`src/design/bli_pkg.sv`:
```
// ----------------------------------------------------------------------------
// bli_pkg
// Types and constants of the bitrate limit interpolator.
// ----------------------------------------------------------------------------
`default_nettype none

package bli_pkg;

	localparam int PIX_W           = 26;
	localparam int RATE_W          = 31;
	localparam int PROD_W          = RATE_W + PIX_W;
	localparam int DIV_STEPS       = RATE_W;
	localparam int DIV_CNT_W       = $clog2(DIV_STEPS);
	localparam int DEF_MAX_ENTRIES = 8;

	localparam logic [RATE_W-1:0] INTERP_MIN_RATE = RATE_W'(30000);

	localparam logic [1:0] OP_CLEAR = 2'd0;
	localparam logic [1:0] OP_LOAD  = 2'd1;
	localparam logic [1:0] OP_QUERY = 2'd2;

	typedef struct packed {
		logic [1:0]        opcode;
		logic [2:0]        slot;
		logic [PIX_W-1:0]  frame_pixels;
		logic [RATE_W-1:0] start_rate_in;
		logic [RATE_W-1:0] min_rate_in;
		logic [RATE_W-1:0] max_rate_in;
	} in_item_t;

	typedef struct packed {
		logic              found;
		logic [PIX_W-1:0]  out_pixels;
		logic [RATE_W-1:0] start_rate_out;
		logic [RATE_W-1:0] min_rate_out;
		logic [RATE_W-1:0] max_rate_out;
	} result_t;

	typedef struct packed {
		logic [PIX_W-1:0]  pixels;
		logic [RATE_W-1:0] start_rate;
		logic [RATE_W-1:0] min_rate;
		logic [RATE_W-1:0] max_rate;
	} entry_t;

	typedef struct packed {
		logic capture;
		logic clear;
		logic write;
		logic scan;
		logic decide;
		logic mul_a;
		logic mul_b;
		logic div_init;
		logic div_step;
		logic save;
		logic finish;
		logic sel_max;
	} cmd_t;

	typedef struct packed {
		logic scan_done;
		logic direct;
		logic div_last;
	} status_t;

endpackage

`default_nettype wire

```
`src/design/bitrate_limit_interpolator_unit.sv`:
```
// ----------------------------------------------------------------------------
// bitrate_limit_interpolator_unit
// Clear and load words hold busy for one cycle after the accepting edge.
// A query scans the table one entry a cycle; a stored result goes straight
// to done, an interpolated one first takes two bit-serial divisions. One
// word at a time; done lasts one cycle.
// Reset clears the valid marks and the sequencer; table data is not reset.
// ----------------------------------------------------------------------------
`default_nettype none

module bitrate_limit_interpolator_unit
	import bli_pkg::*;
#(
	parameter int MAX_ENTRIES = DEF_MAX_ENTRIES
) (
	input  logic     clk,
	input  logic     arst_n,
	input  logic     start,
	input  in_item_t item,
	output logic     busy,
	output logic     done,
	output result_t  result
);

	cmd_t    cmd;
	status_t status;

	bli_ctrl u_ctrl (
		.clk    (clk),
		.arst_n (arst_n),
		.start  (start),
		.opcode (item.opcode),
		.status (status),
		.busy   (busy),
		.done   (done),
		.cmd    (cmd)
	);

	bli_dp #(
		.MAX_ENTRIES (MAX_ENTRIES)
	) u_dp (
		.clk    (clk),
		.arst_n (arst_n),
		.cmd    (cmd),
		.item   (item),
		.status (status),
		.result (result)
	);

endmodule

`default_nettype wire

```
`src/design/bli_ctrl.sv`:
```
// ----------------------------------------------------------------------------
// bli_ctrl
// Sequencer: accepts words, steps the datapath through scan, multiply and
// divide passes, and marks the result cycle.
// ----------------------------------------------------------------------------
`default_nettype none

module bli_ctrl
	import bli_pkg::*;
(
	input  logic       clk,
	input  logic       arst_n,
	input  logic       start,
	input  logic [1:0] opcode,
	input  status_t    status,
	output logic       busy,
	output logic       done,
	output cmd_t       cmd
);

	typedef enum logic [11:0] {
		ST_IDLE     = 12'b0000_0000_0001,
		ST_CLEAR    = 12'b0000_0000_0010,
		ST_LOAD     = 12'b0000_0000_0100,
		ST_SCAN     = 12'b0000_0000_1000,
		ST_DECIDE   = 12'b0000_0001_0000,
		ST_MUL_A    = 12'b0000_0010_0000,
		ST_MUL_B    = 12'b0000_0100_0000,
		ST_DIV_INIT = 12'b0000_1000_0000,
		ST_DIV      = 12'b0001_0000_0000,
		ST_SAVE     = 12'b0010_0000_0000,
		ST_FINISH   = 12'b0100_0000_0000,
		ST_OUT      = 12'b1000_0000_0000
	} state_t;

	state_t state_q;
	state_t state_d;
	logic   pass_q;
	logic   accept;

	assign accept = start && (state_q == ST_IDLE);
	assign busy   = (state_q != ST_IDLE);
	assign done   = (state_q == ST_OUT);

	always_comb begin
		state_d = state_q;
		case (state_q)
			ST_IDLE: begin
				if (start) begin
					case (opcode)
						OP_CLEAR: state_d = ST_CLEAR;
						OP_LOAD:  state_d = ST_LOAD;
						OP_QUERY: state_d = ST_SCAN;
						default:  state_d = ST_IDLE;
					endcase
				end
			end
			ST_CLEAR:    state_d = ST_IDLE;
			ST_LOAD:     state_d = ST_IDLE;
			ST_SCAN:     if (status.scan_done) state_d = ST_DECIDE;
			ST_DECIDE:   state_d = status.direct ? ST_OUT : ST_MUL_A;
			ST_MUL_A:    state_d = ST_MUL_B;
			ST_MUL_B:    state_d = ST_DIV_INIT;
			ST_DIV_INIT: state_d = ST_DIV;
			ST_DIV:      if (status.div_last) state_d = pass_q ? ST_FINISH : ST_SAVE;
			ST_SAVE:     state_d = ST_MUL_A;
			ST_FINISH:   state_d = ST_OUT;
			ST_OUT:      state_d = ST_IDLE;
			default:     state_d = ST_IDLE;
		endcase
	end

	always_comb begin
		cmd          = '0;
		cmd.capture  = accept;
		cmd.clear    = (state_q == ST_CLEAR);
		cmd.write    = (state_q == ST_LOAD);
		cmd.scan     = (state_q == ST_SCAN);
		cmd.decide   = (state_q == ST_DECIDE);
		cmd.mul_a    = (state_q == ST_MUL_A);
		cmd.mul_b    = (state_q == ST_MUL_B);
		cmd.div_init = (state_q == ST_DIV_INIT);
		cmd.div_step = (state_q == ST_DIV);
		cmd.save     = (state_q == ST_SAVE);
		cmd.finish   = (state_q == ST_FINISH);
		cmd.sel_max  = pass_q;
	end

	always_ff @(posedge clk or negedge arst_n) begin
		if (!arst_n) begin
			state_q <= ST_IDLE;
			pass_q  <= 1'b0;
		end else begin
			state_q <= state_d;
			if (state_q == ST_DECIDE) pass_q <= 1'b0;
			else if (state_q == ST_SAVE) pass_q <= 1'b1;
		end
	end

endmodule

`default_nettype wire

```
`src/design/bli_dp.sv`:
```
// ----------------------------------------------------------------------------
// bli_dp
// Breakpoint table, neighbour scan, shared multiplier and bit-serial divider.
// ----------------------------------------------------------------------------
`default_nettype none

module bli_dp
	import bli_pkg::*;
#(
	parameter int MAX_ENTRIES = DEF_MAX_ENTRIES
) (
	input  logic     clk,
	input  logic     arst_n,
	input  cmd_t     cmd,
	input  in_item_t item,
	output status_t  status,
	output result_t  result
);

	localparam int AW = (MAX_ENTRIES > 1) ? $clog2(MAX_ENTRIES) : 1;
	localparam int IW = $clog2(MAX_ENTRIES + 1);

	entry_t                 mem [MAX_ENTRIES];
	logic [MAX_ENTRIES-1:0] valid_q;

	in_item_t               in_q;
	logic [IW-1:0]          idx_q;
	logic [AW-1:0]          rd_addr;
	logic [AW-1:0]          wr_addr;
	logic                   rd_en;
	logic                   slot_ok;
	logic                   rd_vld_s1;
	logic                   val_s1;
	entry_t                 rd_s1;

	entry_t                 top_q;
	entry_t                 up_q;
	entry_t                 lo_q;
	logic                   has_top_q;
	logic                   has_up_q;
	logic                   has_lo_q;
	logic                   upd;
	logic                   top_hit;
	logic                   is_up;
	logic                   up_hit;
	logic                   lo_hit;

	logic [PIX_W-1:0]       q;
	logic                   q_zero;
	logic                   found_d;
	result_t                direct_res;

	logic [PIX_W-1:0]       dlo_q;
	logic [PIX_W-1:0]       dhi_q;
	logic [PIX_W-1:0]       span_q;
	logic [RATE_W-1:0]      hi_rate;
	logic [RATE_W-1:0]      lo_rate;
	logic [RATE_W-1:0]      mul_r;
	logic [PIX_W-1:0]       mul_d;
	logic [PROD_W-1:0]      prod;
	logic [PROD_W-1:0]      prod_q;
	logic [PROD_W-1:0]      acc_q;
	logic [PROD_W-1:0]      sum;

	logic [PIX_W-1:0]       rem_q;
	logic [RATE_W-1:0]      dvd_q;
	logic [DIV_CNT_W-1:0]   div_cnt_q;
	logic [PIX_W:0]         trial;
	logic [PIX_W:0]         trial_sub;
	logic                   ge;
	logic [RATE_W-1:0]      start_q;
	result_t                res_q;

	assign q       = in_q.frame_pixels;
	assign rd_addr = idx_q[AW-1:0];
	assign wr_addr = AW'(in_q.slot);
	assign rd_en   = cmd.scan && (idx_q < IW'(MAX_ENTRIES));
	assign slot_ok = (32'(in_q.slot) < MAX_ENTRIES);

	always_ff @(posedge clk) begin
		if (cmd.capture) in_q <= item;
	end

	// table
	always_ff @(posedge clk) begin
		if (cmd.write && slot_ok)
			mem[wr_addr] <= '{pixels: in_q.frame_pixels, start_rate: in_q.start_rate_in,
				min_rate: in_q.min_rate_in, max_rate: in_q.max_rate_in};
	end

	always_ff @(posedge clk) begin
		if (rd_en) begin
			rd_s1  <= mem[rd_addr];
			val_s1 <= valid_q[rd_addr];
		end
	end

	always_ff @(posedge clk or negedge arst_n) begin
		if (!arst_n) begin
			valid_q <= '0;
		end else if (cmd.clear) begin
			valid_q <= '0;
		end else if (cmd.write && slot_ok) begin
			valid_q[wr_addr] <= 1'b1;
		end
	end

	// neighbour scan
	assign upd     = cmd.scan && rd_vld_s1 && val_s1;
	assign top_hit = !has_top_q || (rd_s1.pixels > top_q.pixels);
	assign is_up   = (rd_s1.pixels >= q);
	assign up_hit  = is_up && (!has_up_q || (rd_s1.pixels < up_q.pixels));
	assign lo_hit  = !is_up && (!has_lo_q || (rd_s1.pixels > lo_q.pixels));

	always_ff @(posedge clk or negedge arst_n) begin
		if (!arst_n) begin
			idx_q     <= '0;
			rd_vld_s1 <= 1'b0;
			has_top_q <= 1'b0;
			has_up_q  <= 1'b0;
			has_lo_q  <= 1'b0;
		end else if (cmd.capture) begin
			idx_q     <= '0;
			rd_vld_s1 <= 1'b0;
			has_top_q <= 1'b0;
			has_up_q  <= 1'b0;
			has_lo_q  <= 1'b0;
		end else if (cmd.scan) begin
			rd_vld_s1 <= rd_en;
			if (rd_en) idx_q <= idx_q + 1'b1;
			if (upd && top_hit) has_top_q <= 1'b1;
			if (upd && up_hit) has_up_q <= 1'b1;
			if (upd && lo_hit) has_lo_q <= 1'b1;
		end
	end

	always_ff @(posedge clk) begin
		if (upd && top_hit) top_q <= rd_s1;
		if (upd && up_hit) up_q <= rd_s1;
		if (upd && lo_hit) lo_q <= rd_s1;
	end

	// decision
	assign q_zero  = (q == '0);
	assign found_d = !q_zero && has_top_q;

	always_comb begin
		direct_res = '0;
		if (found_d) begin
			if (!has_up_q)
				direct_res = '{found: 1'b1, out_pixels: top_q.pixels,
					start_rate_out: top_q.start_rate, min_rate_out: top_q.min_rate,
					max_rate_out: top_q.max_rate};
			else
				direct_res = '{found: 1'b1, out_pixels: up_q.pixels,
					start_rate_out: up_q.start_rate, min_rate_out: up_q.min_rate,
					max_rate_out: up_q.max_rate};
		end
	end

	assign status.scan_done = (idx_q == IW'(MAX_ENTRIES)) && !rd_vld_s1;
	assign status.direct    = !found_d || !has_up_q || !has_lo_q || (up_q.pixels == q);
	assign status.div_last  = (div_cnt_q == DIV_CNT_W'(DIV_STEPS - 1));

	// multiply
	assign hi_rate = cmd.sel_max ? up_q.max_rate : up_q.start_rate;
	assign lo_rate = cmd.sel_max ? lo_q.max_rate : lo_q.start_rate;
	assign mul_r   = cmd.mul_b ? lo_rate : hi_rate;
	assign mul_d   = cmd.mul_b ? dhi_q : dlo_q;
	assign prod    = {{PIX_W{1'b0}}, mul_r} * {{RATE_W{1'b0}}, mul_d};
	assign sum     = acc_q + prod_q;

	// divide
	assign trial     = {rem_q, dvd_q[RATE_W-1]};
	assign trial_sub = trial - {1'b0, span_q};
	assign ge        = (trial >= {1'b0, span_q});

	always_ff @(posedge clk or negedge arst_n) begin
		if (!arst_n) begin
			div_cnt_q <= '0;
		end else if (cmd.div_init) begin
			div_cnt_q <= '0;
		end else if (cmd.div_step) begin
			div_cnt_q <= div_cnt_q + 1'b1;
		end
	end

	always_ff @(posedge clk) begin
		if (cmd.decide) begin
			dlo_q  <= q - lo_q.pixels;
			dhi_q  <= up_q.pixels - q;
			span_q <= up_q.pixels - lo_q.pixels;
			res_q  <= direct_res;
		end
		if (cmd.mul_a || cmd.mul_b) prod_q <= prod;
		if (cmd.mul_b) acc_q <= prod_q;
		if (cmd.div_init) begin
			rem_q <= sum[PROD_W-1 -: PIX_W];
			dvd_q <= sum[RATE_W-1:0];
		end else if (cmd.div_step) begin
			rem_q <= ge ? trial_sub[PIX_W-1:0] : trial[PIX_W-1:0];
			dvd_q <= {dvd_q[RATE_W-2:0], ge};
		end
		if (cmd.save) start_q <= dvd_q;
		if (cmd.finish) begin
			if (dvd_q < start_q)
				res_q <= '0;
			else
				res_q <= '{found: 1'b1, out_pixels: q, start_rate_out: start_q,
					min_rate_out: INTERP_MIN_RATE, max_rate_out: dvd_q};
		end
	end

	assign result = res_q;

endmodule

`default_nettype wire

```
`config.mk`:
```
export PLATFORM = sky130hd
export DESIGN_NAME = bitrate_limit_interpolator_unit
export DESIGN_NICKNAME = d
export VERILOG_FILES = /design/src/design/bli_pkg.sv /design/src/design/bitrate_limit_interpolator_unit.sv /design/src/design/bli_ctrl.sv /design/src/design/bli_dp.sv
export SDC_FILE = /design/constraint.sdc
export NUM_CORES = 2
export LEC_CHECK = 0
export ABC_AREA = 1
export BUFFER_PORTS_ARGS = -buffer_cell sky130_fd_sc_hd__buf_4
export CORE_ASPECT_RATIO = 0.7
export CORE_MARGIN = 2
export CORE_UTILIZATION = 30
export CTS_BUF_LIST = sky130_fd_sc_hd__clkbuf_2 sky130_fd_sc_hd__clkbuf_4 sky130_fd_sc_hd__clkbuf_8
export DETAILED_ROUTE_END_ITERATION = 8
export PLACE_DENSITY = 0.4
export SYNTH_ARGS = -nofsm -noshare
export SYNTH_HDL_FRONTEND = slang
export SYNTH_HIERARCHICAL = 1
export SYNTH_SLANG_ARGS = --single-unit
```
`constraint.sdc`:
```
create_clock -name clk -period 21.7 [get_ports clk]
set_input_delay 1.085 -clock clk [delete_from_list [all_inputs] [get_ports clk]]
set_output_delay 1.085 -clock clk [all_outputs]
set_load 0.02 [all_outputs]
```
==> metrics.md <==
| Metric | Value |
|---|---|
| Outcome | `completed` |
| Wirelength, routed | `436,000 um` |
| HPWL Detailed | `318,000 um` |
| Worst path slowest cell | `buf_4` |
| Setup TNS | `0 ps` |
| Die Width | `around 740 um` |
| Synthesized area | `about 110,000 um^2` |
| Synth Area in Adders | `roughly 18%` |
| Area of the multi-input gates | `47,500 um^2` |
| Slew HR | `17.8%` |
| Main flop type after synthesis | `edfxtp_1` |
| Post-CTS Setup Inserts | `0` |
| DR WL/cell | `25.7 um` |
| Initial Util | `~30%` |
| EDFF count, synth | `1,920` |
| Top delay family on crit path | `adder cells` |
| Peak supply drop | `134 uV` |
| CP most frequent cell | `inv_1` |
| Crit path max fanout | `50` |
| Num CTS Buffers | `approximately 340` |
| Lkg Pwr | `roughly 53 nW` |
| Syn Nets | `12,619` |
| CTS hold repair buffers | `10` |
| Cells after synthesis | `around 11,000` |
| Number of detailed-route iterations in the first pass | `6` |
| Clock skew | `roughly 140 ps` |
| Largest net degree at the start of global routing | `~190` |
| Area leader, netlist | `edfxtp_1` |
| Min-Delay Path Class | `input pin to flip-flop` |
| Worst-path clk slew | `about 60 ps` |
| Final min period | `approximately 11,000 ps` |
| Pre-CTS setup slack | `approximately 11,000 ps` |
| First-pass GRT wire length | `622,000 um` |
| Post-synthesis compound-gate area fraction | `6.35%` |
| PostCTS Resize Cnt | `0` |
| # H-tree levels | `5` |
| Crit-path max cell delay | `just over 700 ps` |
| Data arrival time of the worst path | `11,380 ps` |
| Vias | `approximately 83,000` |
| Commonest cells post-synth | `nand2_1, edfxtp_1, nor2_1` |
| Ys async rst share | `under 10%` |
| Drt via density | `4.89` |
| Layout net count | `between 10,000 and 15,000` |
| Worst skew pair latency | `about 1200 ps` |
| Die Span Y | `between 500 and 600 um` |
| Synth warn | `6` |
| Fillers | `around 39,000` |
| Max cap viols | `0` |
| Die area | `384,000 um^2` |
| Synth Area in Simple Gates | `roughly 17%` |
| Achievable Freq | `~95 MHz` |
| Synth Area per Inst | `slightly above 10 um^2` |
| Core box area | `378,000 um^2` |
| I/O Buffers | `around 250` |
| Final Cycle Share | `slightly below 50%` |
| Most common cell in the netlist | `nand2_1` |
| Routability congestion estimate | `around 0.94` |
| Largest family of logic cells by synthesized area | `adder cells` |
| Bufs on Longest Clock Path | `4` |
| Setup ws final | `approximately 11,000 ps` |
| I/O pins | `approximately 250` |
| Crit. End Element | `flip-flop` |
| Layout area overhead | `12.8%` |
| PwrDens | `roughly 110 nW/um^2` |
| Antenna-violating nets left | `0` |
| Mux cell area share after synthesis | `less than 1%` |
| Sequential share of the synthesized area | `between 50% and 60%` |
| R2R setup slack | `roughly 11,000 ps` |
| Register area | `around 60,000 um^2` |
| Buffers & Inverters on Critical Path | `13` |
| Vias in the first global route | `82,634` |
| GRT Overall Usage | `~22%` |
| XOR/XNOR Fraction of Synth Area | `between 1 and 1.5%` |
| Dominant cells by area after synthesis | `edfxtp_1, fa_1, nand2_1` |
| CTS tree | `done` |
| CP required | `between 20,000 and 25,000 ps` |
| Post-synth top area share | `between 50% and 60%` |
| CP startpoint kind | `flip-flop` |
| Seq cells post-synth | `around 2,000` |
| Total grt overflow | `0` |
| Initial antenna violation count | `25` |
| # setup viols final | `0` |
| CP Class | `flip-flop to flip-flop` |
| Ratio of cells with drive above 1 in the final layout | `around 8.7%` |
| Design Area, Final | `about 130,000 um^2` |
| CTS root buf | `clkbuf_8` |
| Fin. Hold Viols | `0` |
| Slew Viols, Final | `0` |
| Clk sinks | `~2,000` |
| RSZ-0062 raised after global routing | `false` |
| Row cnt | `between 150 and 200` |
| Netlist cell types | `between 50 and 60` |
| Worst Tran Pin Value | `roughly 1200 ps` |
| Post-Place Cell Area | `122,000 um^2` |
| Initial drt markers | `about 8,000` |
| Drt drc | `0` |
-- cells by family after synthesis --
kind of cell | after synthesis
multiplexers | 1
adder cells (fa/ha/maj) | 1189
AO/OA/AOI/OAI | 1330
buffers and inverters | 2044
AND/OR/NAND/NOR | 4650
flip-flops | 1954
XOR/XNOR | 135
-- placed cells by master (no fill, tap or decap), types with 12 or more instances in the layout --
cell      instances
nand2_1        2212
edfxtp_1       1920
nor2_1         1654
inv_1          1596
fa_1            699
o21ai_0         653
nand3_1         507
ha_1            490
buf_4           399
clkbuf_8        343
a21oi_1         306
a31oi_1         127
o22ai_1         121
clkbuf_4        104
nand4_1         101
clkinv_1         79
xor2_1           76
nor3_1           63
xnor2_1          59
clkinv_2         39
o21bai_1         30
dfrtp_1          29
a21o_1           22
o21ai_1          21
nand3b_1         18
or2_2            17
nor4_1           14
nor2_2           13
inv_2            12
o21ai_2          12
-- worst paths after layout --
path                       depth (start not counted)                 to               from
setup / recovery                                  34    u_dp/prod_q[44]  u_ctrl/state_q[2]
min in group asynchronous                          2    u_dp/valid_q[0]             arst_n
max in group asynchronous                          2      u_ctrl/pass_q             arst_n
hold / removal                                     2  u_ctrl/state_q[1]          item[122]
setup reg to reg                                  34    u_dp/prod_q[44]  u_ctrl/state_q[2]
hold reg to reg                                    0      u_dp/up_q[62]     u_dp/rd_s1[62]
-- cell type report --
type	count	share of cell area, %
inverters	1626	4.79
repair buffers	414	2.49
clock buffers	447	4.29
flip-flops and latches	1954	45.6
clock inverters	142	0.794
well taps	5061	4.94
multi-input cells	7305	37.1
diodes	6	0.0117
-- per-layer routing --
metal	GRT usage (%)	routed length (um)	vias to the layer above
met5	0	50	-
met4	5.66	11900	8
li1	-	-	37805
met2	31.1	173000	2795
met1	34.7	216000	41852
met3	5.23	35200	468
-- per-stage QoR --
| stage | hold slack (ps) | instances | power [mW] | util (%) |
|---|---|---|---|---|
| 4_1_cts | 6.71 | 16949 | 13.6 | 33.9 |
| 3_3_place_gp | 425 | 16348 | 10.1 | 32.2 |
| 5_1_grt | 40.4 | 16950 | 14.3 | 33.9 |
| 3_5_place_dp | 430 | 16350 | 10.1 | 32.2 |
| 2_1_floorplan | 421 | 11303 | 7.95 | - |
| 6_report | 163 | 16955 | 13.5 | 33.9 |
-- report_power, final --
part	switching, mW	internal, mW	leakage (nW)
combinational	3.69	1.53	32.0
clock	1.63	1.78	3.43
sequential	0.235	4.63	17.8
-- flip-flops by register name, summed over array words and instances, names as in the netlist, 4 cells and up --
signal and flops:
u_dp/top_q 119, u_dp/prod_q 57, u_dp/div_cnt_q 5, u_dp/lo_q 88, u_dp/idx_q 4, u_dp/mem 952
u_dp/rem_q 26, u_dp/result 120, u_dp/start_q 31, u_dp/up_q 119, u_ctrl/state_q 12, u_dp/in_q 93
u_dp/dlo_q 26, u_dp/valid_q 8, u_dp/dvd_q 31, u_dp/span_q 26, u_dp/rd_s1 119, u_dp/q 26
u_dp/dhi_q 26, u_dp/acc_q 57
-- worst register-to-register path: cells and delay by family, from the launching register on --
family                   cells  cell delay, ps
AND/OR/NAND/NOR             11            2060
buffers and inverters       13            2750
flip-flops                   1             390
AO/OA/AOI/OAI                2            1090
adder cells (fa/ha/maj)      8            3980
No activity file was read; power rests on OpenSTA's default activity.
